--- src/hdl/msa_pkg.sv ---
// Shared types and constants for the multi-channel sound alarm.
// No dependencies; the top level and msa_channel import this package.
package msa_pkg;

  localparam int SAMPLE_W = 10;
  localparam int LEVEL_W = 3;
  localparam int MAX_CHANNELS = 4;
  localparam int WINDOW_DEFAULT = 20;
  localparam int CHANNELS_DEFAULT = 4;

  localparam logic [LEVEL_W-1:0] LEVEL_QUIET = 3'd1;
  localparam logic [LEVEL_W-1:0] LEVEL_BLUE = 3'd2;
  localparam logic [LEVEL_W-1:0] LEVEL_YELLOW = 3'd3;
  localparam logic [LEVEL_W-1:0] LEVEL_RED = 3'd4;
  localparam logic [SAMPLE_W-1:0] THRESHOLD_RESET = 10'd1;

  typedef logic [SAMPLE_W-1:0] sample_t;

  // Per-beat control handed from the top level to each channel.
  typedef struct packed {
    logic commit;     // the staged beat moves to the result register
    logic old_valid;  // the ring slot being replaced has been written before
  } ring_ctl_t;

endpackage

--- src/hdl/multi_channel_sound_alarm.sv ---
// Top level of the multi-channel sound alarm: staging register, arm and
// warning-level control, result register. Depends on msa_pkg and msa_channel.
//
//   channel | handshake            | payload
//   --------+----------------------+-------------------------------------------
//   input   | in_valid / in_ready  | arm_button, sample_0..sample_3
//   result  | out_valid/ out_ready | is_armed, alarm_level, detected, lamps,
//           |                      | mean_0..mean_3
//   config  | cfg_wr_en            | cfg_wr_data (detect threshold)
//
// One beat per cycle sustained while out_ready keeps the result flowing.
// A beat sits in the staging register while its ring RAM read returns, then
// the totals, means and alarm state update into the result register. A
// stalled result holds the staging beat; input still takes a beat whenever
// the staging slot empties in that cycle.
// Reset clears rings (through a fill flag), totals and arm flag, and sets the level to quiet.
module multi_channel_sound_alarm import msa_pkg::*; #(
  parameter int WINDOW = WINDOW_DEFAULT,
  parameter int CHANNELS = CHANNELS_DEFAULT
) (
  input  logic               clk,
  input  logic               rst,
  input  logic               in_valid,
  output logic               in_ready,
  input  logic               arm_button,
  input  logic [SAMPLE_W-1:0] sample_0,
  input  logic [SAMPLE_W-1:0] sample_1,
  input  logic [SAMPLE_W-1:0] sample_2,
  input  logic [SAMPLE_W-1:0] sample_3,
  output logic               out_valid,
  input  logic               out_ready,
  output logic               is_armed,
  output logic [LEVEL_W-1:0] alarm_level,
  output logic               detected,
  output logic               lamp_blue,
  output logic               lamp_yellow,
  output logic               lamp_red,
  output logic [SAMPLE_W-1:0] mean_0,
  output logic [SAMPLE_W-1:0] mean_1,
  output logic [SAMPLE_W-1:0] mean_2,
  output logic [SAMPLE_W-1:0] mean_3,
  input  logic               cfg_wr_en,
  input  logic [SAMPLE_W-1:0] cfg_wr_data
);

  localparam int POS_W = $clog2(WINDOW);
  localparam logic [POS_W-1:0] POS_LAST = POS_W'(WINDOW - 1);

  sample_t          threshold;
  logic [POS_W-1:0] pos;
  logic             ring_full;
  logic             in_fire;
  logic             commit;

  logic             s1_valid;
  logic             s1_button;
  logic             s1_old_valid;
  logic [POS_W-1:0] s1_pos;
  sample_t          s1_sample [CHANNELS];
  sample_t          in_sample [MAX_CHANNELS];

  logic [POS_W-1:0] rd_pos;
  ring_ctl_t        ring_ctl;
  sample_t          mean_next [MAX_CHANNELS];
  sample_t          mean_q [MAX_CHANNELS];

  logic               armed;
  logic [LEVEL_W-1:0] level;
  logic               armed_pre;
  logic [LEVEL_W-1:0] level_pre;
  logic               hit;
  logic               det_next;
  logic               armed_next;
  logic [LEVEL_W-1:0] level_next;

  assign in_sample[0] = sample_0;
  assign in_sample[1] = sample_1;
  assign in_sample[2] = sample_2;
  assign in_sample[3] = sample_3;

  assign commit = s1_valid && (!out_valid || out_ready);
  assign in_ready = !s1_valid || commit;
  assign in_fire = in_valid && in_ready;

  // The RAM read address follows the beat being staged, so the read data
  // lines up with the staging register in the next cycle and holds on a stall.
  assign rd_pos = in_fire ? pos : s1_pos;
  assign ring_ctl.commit = commit;
  assign ring_ctl.old_valid = s1_old_valid;

  always_ff @(posedge clk) begin
    if (rst) begin
      threshold <= THRESHOLD_RESET;
    end else if (cfg_wr_en) begin
      threshold <= cfg_wr_data;
    end
  end

  // Ring position and fill flag advance on each accepted beat.
  always_ff @(posedge clk) begin
    if (rst) begin
      pos <= '0;
      ring_full <= 1'b0;
    end else if (in_fire) begin
      pos <= (pos == POS_LAST) ? '0 : pos + 1'b1;
      if (pos == POS_LAST) begin
        ring_full <= 1'b1;
      end
    end
  end

  always_ff @(posedge clk) begin
    if (rst) begin
      s1_valid <= 1'b0;
    end else if (in_ready) begin
      s1_valid <= in_valid;
    end
  end

  always_ff @(posedge clk) begin
    if (in_fire) begin
      s1_button <= arm_button;
      s1_old_valid <= ring_full;
      s1_pos <= pos;
    end
  end

  genvar c;
  generate
    for (c = 0; c < MAX_CHANNELS; c++) begin : g_ch
      if (c < CHANNELS) begin : g_used
        always_ff @(posedge clk) begin
          if (in_fire) begin
            s1_sample[c] <= in_sample[c];
          end
        end

        msa_channel #(
          .WINDOW(WINDOW)
        ) u_channel (
          .clk   (clk),
          .rst   (rst),
          .ctl   (ring_ctl),
          .rd_pos(rd_pos),
          .wr_pos(s1_pos),
          .sample(s1_sample[c]),
          .mean  (mean_next[c])
        );
      end else begin : g_unused
        assign mean_next[c] = '0;
      end
    end
  endgenerate

  always_comb begin
    hit = 1'b0;
    for (int i = 0; i < CHANNELS; i++) begin
      if (mean_next[i] >= threshold) begin
        hit = 1'b1;
      end
    end

    // A press rearms and brings a maxed-out level back to quiet first.
    armed_pre = armed || s1_button;
    level_pre = (s1_button && level >= LEVEL_RED) ? LEVEL_QUIET : level;

    det_next = hit && armed_pre;
    armed_next = det_next ? 1'b0 : armed_pre;
    level_next = (det_next && level_pre < LEVEL_RED) ? level_pre + 1'b1 : level_pre;
  end

  always_ff @(posedge clk) begin
    if (rst) begin
      armed <= 1'b0;
      level <= LEVEL_QUIET;
    end else if (commit) begin
      armed <= armed_next;
      level <= level_next;
    end
  end

  always_ff @(posedge clk) begin
    if (rst) begin
      out_valid <= 1'b0;
    end else if (commit) begin
      out_valid <= 1'b1;
    end else if (out_ready) begin
      out_valid <= 1'b0;
    end
  end

  always_ff @(posedge clk) begin
    if (commit) begin
      is_armed <= armed_next;
      alarm_level <= level_next;
      detected <= det_next;
      lamp_blue <= (level_next == LEVEL_BLUE);
      lamp_yellow <= (level_next == LEVEL_YELLOW);
      lamp_red <= (level_next == LEVEL_RED);
      for (int i = 0; i < MAX_CHANNELS; i++) begin
        mean_q[i] <= mean_next[i];
      end
    end
  end

  assign mean_0 = mean_q[0];
  assign mean_1 = mean_q[1];
  assign mean_2 = mean_q[2];
  assign mean_3 = mean_q[3];

  a_level_range: assert property (@(posedge clk) disable iff (rst)
    level >= LEVEL_QUIET && level <= LEVEL_RED)
    else $error("warning level left its range");

  a_detect_disarms: assert property (@(posedge clk) disable iff (rst)
    out_valid && detected |-> !is_armed)
    else $error("a detection beat left the detector armed");

  a_one_lamp: assert property (@(posedge clk) disable iff (rst)
    out_valid |-> $onehot0({lamp_blue, lamp_yellow, lamp_red}))
    else $error("more than one lamp lit");

  a_stage_holds: assert property (@(posedge clk) disable iff (rst)
    s1_valid && !commit |=> s1_valid && $stable(s1_pos))
    else $error("staged beat lost during a result stall");

endmodule

--- src/hdl/msa_ram.sv ---
// Generic single-write, single-read RAM with a registered read port.
// Depends on nothing; used for the per-channel sample rings.
module msa_ram #(
  parameter int WIDTH = 10,
  parameter int DEPTH = 20,
  parameter int AW = $clog2(DEPTH)
) (
  input  logic             clk,
  input  logic             we,
  input  logic [AW-1:0]    waddr,
  input  logic [WIDTH-1:0] wdata,
  input  logic [AW-1:0]    raddr,
  output logic [WIDTH-1:0] rdata
);

  logic [WIDTH-1:0] mem [DEPTH];

  always_ff @(posedge clk) begin
    if (we) begin
      mem[waddr] <= wdata;
    end
    rdata <= mem[raddr];
  end

endmodule

--- src/hdl/msa_channel.sv ---
// One sensor channel: sample ring, running total and truncated mean.
// Depends on msa_pkg and msa_ram.
module msa_channel import msa_pkg::*; #(
  parameter int WINDOW = WINDOW_DEFAULT,
  parameter int POS_W = $clog2(WINDOW)
) (
  input  logic             clk,
  input  logic             rst,
  input  ring_ctl_t        ctl,
  input  logic [POS_W-1:0] rd_pos,
  input  logic [POS_W-1:0] wr_pos,
  input  sample_t          sample,
  output sample_t          mean
);

  localparam int SUM_W = $clog2(WINDOW * ((1 << SAMPLE_W) - 1) + 1);
  // Division by the window length as a multiply by a rounded-up reciprocal;
  // this shift makes the quotient exact over the whole range of the total.
  localparam int SHIFT = SUM_W + $clog2(WINDOW);
  localparam int RECIP_W = SUM_W + 1;
  localparam int PROD_W = SUM_W + RECIP_W;
  localparam logic [RECIP_W-1:0] RECIP = RECIP_W'(((1 << SHIFT) + WINDOW - 1) / WINDOW);

  logic [SUM_W-1:0]  total;
  logic [SUM_W-1:0]  total_next;
  logic [SUM_W-1:0]  old_sample;
  logic [PROD_W-1:0] product;
  sample_t           ram_rdata;

  msa_ram #(
    .WIDTH(SAMPLE_W),
    .DEPTH(WINDOW)
  ) u_ring (
    .clk  (clk),
    .we   (ctl.commit),
    .waddr(wr_pos),
    .wdata(sample),
    .raddr(rd_pos),
    .rdata(ram_rdata)
  );

  // Slots not yet written since reset count as zero.
  assign old_sample = ctl.old_valid ? SUM_W'(ram_rdata) : '0;
  assign total_next = total - old_sample + SUM_W'(sample);
  assign product = PROD_W'(total_next) * PROD_W'(RECIP);
  assign mean = product[SHIFT +: SAMPLE_W];

  always_ff @(posedge clk) begin
    if (rst) begin
      total <= '0;
    end else if (ctl.commit) begin
      total <= total_next;
    end
  end

endmodule
--- config.mk ---
export PLATFORM = sky130hd
export DESIGN_NAME = multi_channel_sound_alarm
export DESIGN_NICKNAME = d
export VERILOG_FILES = /design/src/hdl/msa_pkg.sv /design/src/hdl/multi_channel_sound_alarm.sv /design/src/hdl/msa_ram.sv /design/src/hdl/msa_channel.sv
export SDC_FILE = /design/constraint.sdc
export NUM_CORES = 2
export LEC_CHECK = 0
export ABC_AREA = 1
export BUFFER_PORTS_ARGS = -buffer_cell sky130_fd_sc_hd__buf_2
export CORE_UTILIZATION = 50
export DETAILED_ROUTE_END_ITERATION = 10
export PLACE_DENSITY = 0.69
export SYNTH_ARGS = -nofsm -noshare
export SYNTH_HDL_FRONTEND = slang
export SYNTH_SLANG_ARGS = --single-unit
--- constraint.sdc ---
create_clock -name clk -period 10 [get_ports clk]
set_input_delay 0.5 -clock clk [delete_from_list [all_inputs] [get_ports clk]]
set_output_delay 0.5 -clock clk [all_outputs]
set_load 0.03 [all_outputs]
=== After elaboration in Yosys (flattened, before gate mapping) ===
Memories as Yosys holds them, arrays and structs flattened. A register that Yosys moved wholly into a read port is not among the register bits.
Index checks and enable logic that the tools add are counted.

* Flip-flop bits (word level): 97
* Memory bits (writable): 880
* Input bits: 56
* Output and inout bits: 50
* Word-level logic and storage cells: 81
* Memories kept: 6

{| class="wikitable"
|+ Memory list
! name !! words !! bits a word !! read ports !! clocked after memory_dff !! write ports !! RTL line !! text
|-
| g_ch[0].g_used.u_channel.u_ring.mem || 20 || 10 || 1 || 1 || 1 || msa_ram.sv:16 || <nowiki>logic [WIDTH-1:0] mem [DEPTH];</nowiki>
|-
| g_ch[1].g_used.u_channel.u_ring.mem || 20 || 10 || 1 || 1 || 1 || msa_ram.sv:16 ||
|-
| g_ch[2].g_used.u_channel.u_ring.mem || 20 || 10 || 1 || 1 || 1 || msa_ram.sv:16 ||
|-
| g_ch[3].g_used.u_channel.u_ring.mem || 20 || 10 || 1 || 1 || 1 || msa_ram.sv:16 ||
|-
| mean_q || 4 || 10 || 4 || 0 || 4 || multi_channel_sound_alarm.sv:65 || <nowiki>sample_t mean_q [MAX_CHANNELS];</nowiki>
|-
| s1_sample || 4 || 10 || 4 || 0 || 4 || multi_channel_sound_alarm.sv:59 || <nowiki>sample_t s1_sample [CHANNELS];</nowiki>
|}

* $add $sub $neg: 10
* $mul: 4
* Order comparisons: 6
* Equal/unequal tests: 4
* Muxes and demuxes: 19
* Reductions and logical operators: 12

{| class="wikitable"
|+ Operators by type and width
! operator !! count
|-
| $mul 15x16->30 const B || 4
|-
| $add 15x10->15 || 4
|-
| $sub 15x15->15 || 4
|-
| $ge 10x10->1 || 4
|-
| $mux 10 || 4
|-
| $mux 1 || 11
|-
| $mux 5 || 2
|-
| $eq 3x2->1 const B || 2
|-
| $mux 3 || 2
|-
| $add 5x1->5 const B || 1
|-
| $eq 5x5->1 const B || 1
|-
| $logic_and 1x1->1 || 5
|-
| $add 3x1->3 const B || 1
|-
| $eq 3x3->1 const B || 1
|-
| $ge 3x3->1 const B || 1
|-
| $logic_or 1x1->1 || 3
|-
| $lt 3x3->1 const B || 1
|-
| $logic_not 1->1 || 2
|-
| $reduce_and 2->1 || 1
|-
| $reduce_bool 2->1 || 1
|}

=== Depth between registers and ports, before layout ===
* Word-level depth: 13
* Gate-level depth with buffers: 53

=== Modules after synthesis ===
From an unflattened synthesis, not the netlist that was laid out.

* Cells, all modules: 6659
* Area total of the unflattened synthesis: 62896.6 um^2

{| class="wikitable"
|+ Modules (own cells, without submodules)
! module !! times used !! cells each !! area each (um^2) !! seq. area each (um^2)
|-
| msa_ram || 4 || 697 || 8371.8 || 6206.0
|-
| msa_channel (g_ch[2].g_used.u_channel) || 1 || 857 || 6165.9 || 300.3
|-
| msa_channel (g_ch[3].g_used.u_channel) || 1 || 881 || 6159.7 || 300.3
|-
| msa_channel (g_ch[0].g_used.u_channel) || 1 || 882 || 6133.4 || 300.3
|-
| msa_channel (g_ch[1].g_used.u_channel) || 1 || 860 || 6077.1 || 300.3
|-
| multi_channel_sound_alarm || 1 || 391 || 4873.4 || 3243.1
|}

=== Worst setup path before layout ===
Ideal clock, no wire load.

* Kind: register to register
* Start point: register s1_old_valid
* End point: register lamp_red (data pin)
* Setup time: 253 ps
* Arrival time: 8011 ps
* Slack: 1736 ps
* Stages on the path, launching flop included: 44
* Buffers on the path: 1
* Clock period less this slack: 8264 ps
* Path through: edfxtp_1 -> clkbuf_1 -> nand2_1 -> inv_1 -> ha_1 -> inv_1 -> ha_1 -> fa_1 -> nand3_1 -> nand3_1 -> a21boi_0 -> o21ai_0 -> a21oi_1 -> xnor2_1 -> ha_1 -> inv_1 -> fa_1 -> inv_1 -> [... 8 more ...] -> nor4_1 -> nand4_1 -> nand3_1 -> a21oi_1 -> xnor2_1 -> ha_1 -> nand2_1 -> inv_1 -> nand2_1 -> nand2_1 -> nand2_1 -> nand3_1 -> nor2_1 -> nand3_1 -> nand3_1 -> nand2_1 -> nand2_1 -> nor2_1

{| class="wikitable"
|+ RTL lines
! item !! RTL line !! text
|-
| start, declared || multi_channel_sound_alarm.sv:57 || <nowiki>logic s1_old_valid;</nowiki>
|-
| start signal, assigned || multi_channel_sound_alarm.sv:123 || <nowiki>s1_old_valid <= ring_full;</nowiki>
|-
| $mux 10 || msa_channel.sv:43 || <nowiki>assign old_sample = ctl.old_valid ? SUM_W'(ram_rdata) : '0;</nowiki>
|-
| $sub 15x15->15 || msa_channel.sv:44 || <nowiki>assign total_next = total - old_sample + SUM_W'(sample);</nowiki>
|-
| $add 15x10->15 || msa_channel.sv:44 ||
|-
| net g_ch[2].g_used.u_channel.total_next[10] || msa_channel.sv:25 || <nowiki>logic [SUM_W-1:0] total_next;</nowiki>
|-
| $mul 15x16->30 || msa_channel.sv:45 || <nowiki>assign product = PROD_W'(total_next) * PROD_W'(RECIP);</nowiki>
|-
| net g_ch[2].g_used.u_channel.mean[5] || msa_channel.sv:13 || <nowiki>output sample_t mean</nowiki>
|-
| $ge 10x10->1 || multi_channel_sound_alarm.sv:158 || <nowiki>if (mean_next[i] >= threshold) begin</nowiki>
|-
| $mux 1 (2 in a row) || multi_channel_sound_alarm.sv:158 ||
|-
| $logic_and 1x1->1 || multi_channel_sound_alarm.sv:167 || <nowiki>det_next = hit && armed_pre;</nowiki>
|-
| $logic_and 1x1->1 || multi_channel_sound_alarm.sv:169 || <nowiki>level_next = (det_next && level_pre < LEVEL_RED) ? level_pre + 1'b1 : level_pre;</nowiki>
|-
| $mux 3 || multi_channel_sound_alarm.sv:169 ||
|-
| net level_next[1] || multi_channel_sound_alarm.sv:74 || <nowiki>logic [LEVEL_W-1:0] level_next;</nowiki>
|-
| $eq 3x3->1 || multi_channel_sound_alarm.sv:199 || <nowiki>lamp_red <= (level_next == LEVEL_RED);</nowiki>
|-
| end signal, assigned || multi_channel_sound_alarm.sv:199 ||
|-
| end, declared || multi_channel_sound_alarm.sv:37 || <nowiki>output logic lamp_red,</nowiki>
|}

The timed path passes the listed nets, and every way through them passes these cells.
A chain may end at the register's enable or synchronous reset.

=== Final worst setup path ===
* Start point: register s1_old_valid
* End point: register lamp_red (data pin)

{| class="wikitable"
|+ RTL lines
! item !! RTL line
|-
| $mux 10 || msa_channel.sv:43
|-
| $sub 15x15->15 || msa_channel.sv:44
|-
| $add 15x10->15 || msa_channel.sv:44
|-
| net g_ch[3].g_used.u_channel.total_next[5] || msa_channel.sv:25
|-
| $mul 15x16->30 || msa_channel.sv:45
|-
| net g_ch[3].g_used.u_channel.mean[9] || msa_channel.sv:13
|-
| $ge 10x10->1 || multi_channel_sound_alarm.sv:158
|-
| $mux 1 || multi_channel_sound_alarm.sv:158
|-
| $logic_and 1x1->1 || multi_channel_sound_alarm.sv:167
|-
| $logic_and 1x1->1 || multi_channel_sound_alarm.sv:169
|-
| $mux 3 || multi_channel_sound_alarm.sv:169
|-
| net level_next[1] || multi_channel_sound_alarm.sv:74
|-
| $eq 3x3->1 || multi_channel_sound_alarm.sv:199
|}

The timed path passes the listed nets, and every way through them passes these cells.

==> metrics.yaml <==
r2r-start: "s1_old_valid$_DFFE_PP_"
hp-class: "input pin to register"
drc: 0
crit_path_frequent_cell: "inv_1"
grt_pass1_vias: 40900
synth_flop_cell: "edfxtp_1"
cts.sinks: 1017
grt_max_degree: 229
die_x_um: 350
grt-ovfl-total: 0
r2r_end: "lamp_red$_DFFE_PP_"
numCtsBuffers: 107
end_kind: "register"
num_rows: 127
hold_viol: 0
syn-cell-area_sq_um: 60400
setup_viol: 0
num_vias: 41800
report.final.slew_viol_count: 0
hold_end: "threshold[0]$_SDFFE_PP1P_"
synth-seq-cells: 1017
clock_skew_ps: 35.5
vias_per_cell: 5.34
worst-path-max-fanout: 32
synth.yosys.seq_area_share_pct: 48.5
nNetsFinal: 6981
cts_tree: "done"
htreeDepth: 3
ant_nets: 0
clock.fmax_mhz: 108
start_kind: "register"
slew_headroom_pct: 18.8
tns_ps: 0
hpwlAfterDp_mm: 100
slowest_delay_ps: 520
critPathSlowestCell: "edfxtp_1"
synth_cells: 5972
globalplace.congestion: 0.928
antenna_found_initial: 4
rsz0062_at_grt: "no"
post-route-period-util_pct: 92.3
drive_gt1_share_pct: 6.69
core_sq_um: 120000
clk_pin_slew_ps: 60
firstDrtPassIters: 6
drt-total-wl_mm: 154
grt_pass1_wl_mm: 235
hold-path-cell-count: 3
worstMarginPinSlew_ps: 1220
critical_path_arrival_ps: 9700
reg2regPathDepth: 39
ys_warn_count: 0
fp.dieArea_sq_um: 122000
hold_start: "cfg_wr_data[0]"
status: "completed"
synthArstFlopShare_pct: 0
ioPinCount: 106
n_antenna_cell: 0
start_util_pct: 50.4
insertion_delay_ps: 740
syn_to_final_growth_pct: 10.9
synth_edf_count: 890
drv_cap: 0
track_usage_pct: 25.3
wl_per_cell_um: 19.6
drt_iter0_markers: 3577
avgSynthCellArea_sq_um: 10.1
worstSetupPathType: "register to register"
worst_ep_required_time_ps: 10470
synth.distinct_cells: 44
io_buffer_count: 105
reg2reg_slack_ps: 770
synth_nets: 6824
dieHeight_um: 350
fin_crit_ps: 9230
clk_root_buffer_cell: "clkbuf_16"
cts_max_path_buffers: 3
final cells by class:
type / count / area (sq um)
multi-input cells: 3501 / 25600
clock inverters: 66 / 786
inverters: 1261 / 4740
clock buffers: 133 / 2840
well taps: 1612 / 2020
fillers: 10300 / 52800
repair buffers: 241 / 1680
flip-flops and latches: 1017 / 29300
worst max-delay path by stage:
stage                              start             endpoint  slack [ps]  depth (start not counted)
3_3_place_gp      s1_old_valid$_DFFE_PP_   lamp_red$_DFFE_PP_         710                         44
6_report          s1_old_valid$_DFFE_PP_   lamp_red$_DFFE_PP_         770                         39
3_5_place_dp      s1_old_valid$_DFFE_PP_   lamp_red$_DFFE_PP_         610                         44
4_1_cts           s1_old_valid$_DFFE_PP_   lamp_red$_DFFE_PP_         570                         44
5_1_grt        s1_sample[2][5]$_DFFE_PP_  lamp_blue$_DFFE_PP_           6                         40
2_1_floorplan     s1_old_valid$_DFFE_PP_   lamp_red$_DFFE_PP_        1740                         43
metrics by stage:
stage / std cells / util (%) / instance area, sq um / worst slack, ps / hold WS [ps]
final: 7831 / 55.9 / 67000 / 771 / 39.3
after global routing: 7831 / 55.9 / 67000 / 5.95 / 24.4
after global placement: 7592 / 52.5 / 62900 / 713 / 488
after floorplan: 5972 / - / 60400 / 1740 / 409
after CTS: 7829 / 55.9 / 66900 / 571 / 6.91
after detailed placement: 7592 / 52.5 / 62900 / 607 / 490
what timing repair did:
action	in CTS	in global routing
setup endpoints to repair	0	9
hold buffers	38	0
buffers inserted	0	2
resized for setup	0	3
hold endpoints to repair	38	0
cell usage in the layout, fill, tap and decap left out, drive strengths merged, types with 3 or more instances in the layout:
cell type / netlist / final
or2: 6 / 6
a21o: 26 / 26
nor3: 27 / 27
nor4: 11 / 11
xor2: 64 / 64
o21bai: 16 / 16
nand2: 940 / 940
o22ai: 40 / 40
nand4: 33 / 33
nand3: 353 / 353
clkinv: 1 / 48
dfxtp: 127 / 127
nor2: 286 / 286
nand3b: 6 / 6
a31oi: 10 / 10
o2111ai: 3 / 3
xnor2: 27 / 27
o21ai: 265 / 265
edfxtp: 890 / 890
buf: 91 / 201
inv: 1260 / 1264
a21boi: 5 / 5
o31ai: 6 / 6
fa: 274 / 274
bufinv: 0 / 13
o211ai: 286 / 286
a211oi: 5 / 5
a21oi: 281 / 281
clkbuf: 102 / 135
dlygate4sd3: 0 / 38
ha: 522 / 522
routing by layer:
layer	global-route usage, %	vias up	part of all wire [%]
met1	34.0	20000	43
met3	3.73	254	6.8
met2	42.1	1354	47
met4	7.97	0	2.8
met5	0	-	0
li1	-	20200	-
cell usage after synthesis, drive strengths merged, types with 102 or more instances:
master | instances | area [sq um]
o21ai | 265 | 1330
a21oi | 281 | 1410
ha | 522 | 6530
inv | 1260 | 4730
clkbuf | 102 | 383
dfxtp | 127 | 2540
nand2 | 940 | 3540
edfxtp | 890 | 26700
nand3 | 353 | 1770
fa | 274 | 5490
nor2 | 286 | 1070
o211ai | 286 | 2150
registers in the layout, summed over array words and instances, names as in the netlist, 3 cells and up:
name and cells:
g_ch.g_used.u_channel.u_ring.mem 800, alarm_level 3, s1_pos 5, pos 5
g_ch.g_used.u_channel.u_ring.rdata 40, level 3, threshold 10, mean_q 40
s1_sample 40, g_ch.g_used.u_channel.total 60
cells by family after synthesis:
kind of cell | Yosys count | share of synthesized area (%)
flops | 1017 | 48.5
fa+ha+maj | 796 | 19.9
simple gates | 1662 | 11.4
xor+xnor | 91 | 1.32
compound gates | 952 | 9.51
buf+inv | 1454 | 9.43
worst max-delay path, delay by kind of cell (launching register included):
family / cells / cell delay, ps
DFF: 1 / 520
buffers and inverters: 9 / 790
AOI/OAI and AO/OA: 5 / 1450
and+or+nand+nor: 13 / 1520
adders and majority gates: 10 / 3970
xor gates and xnor gates: 2 / 690
Power is not shown: default switching activity piles up to over one toggle a cycle in this logic, so the estimate is an artifact.
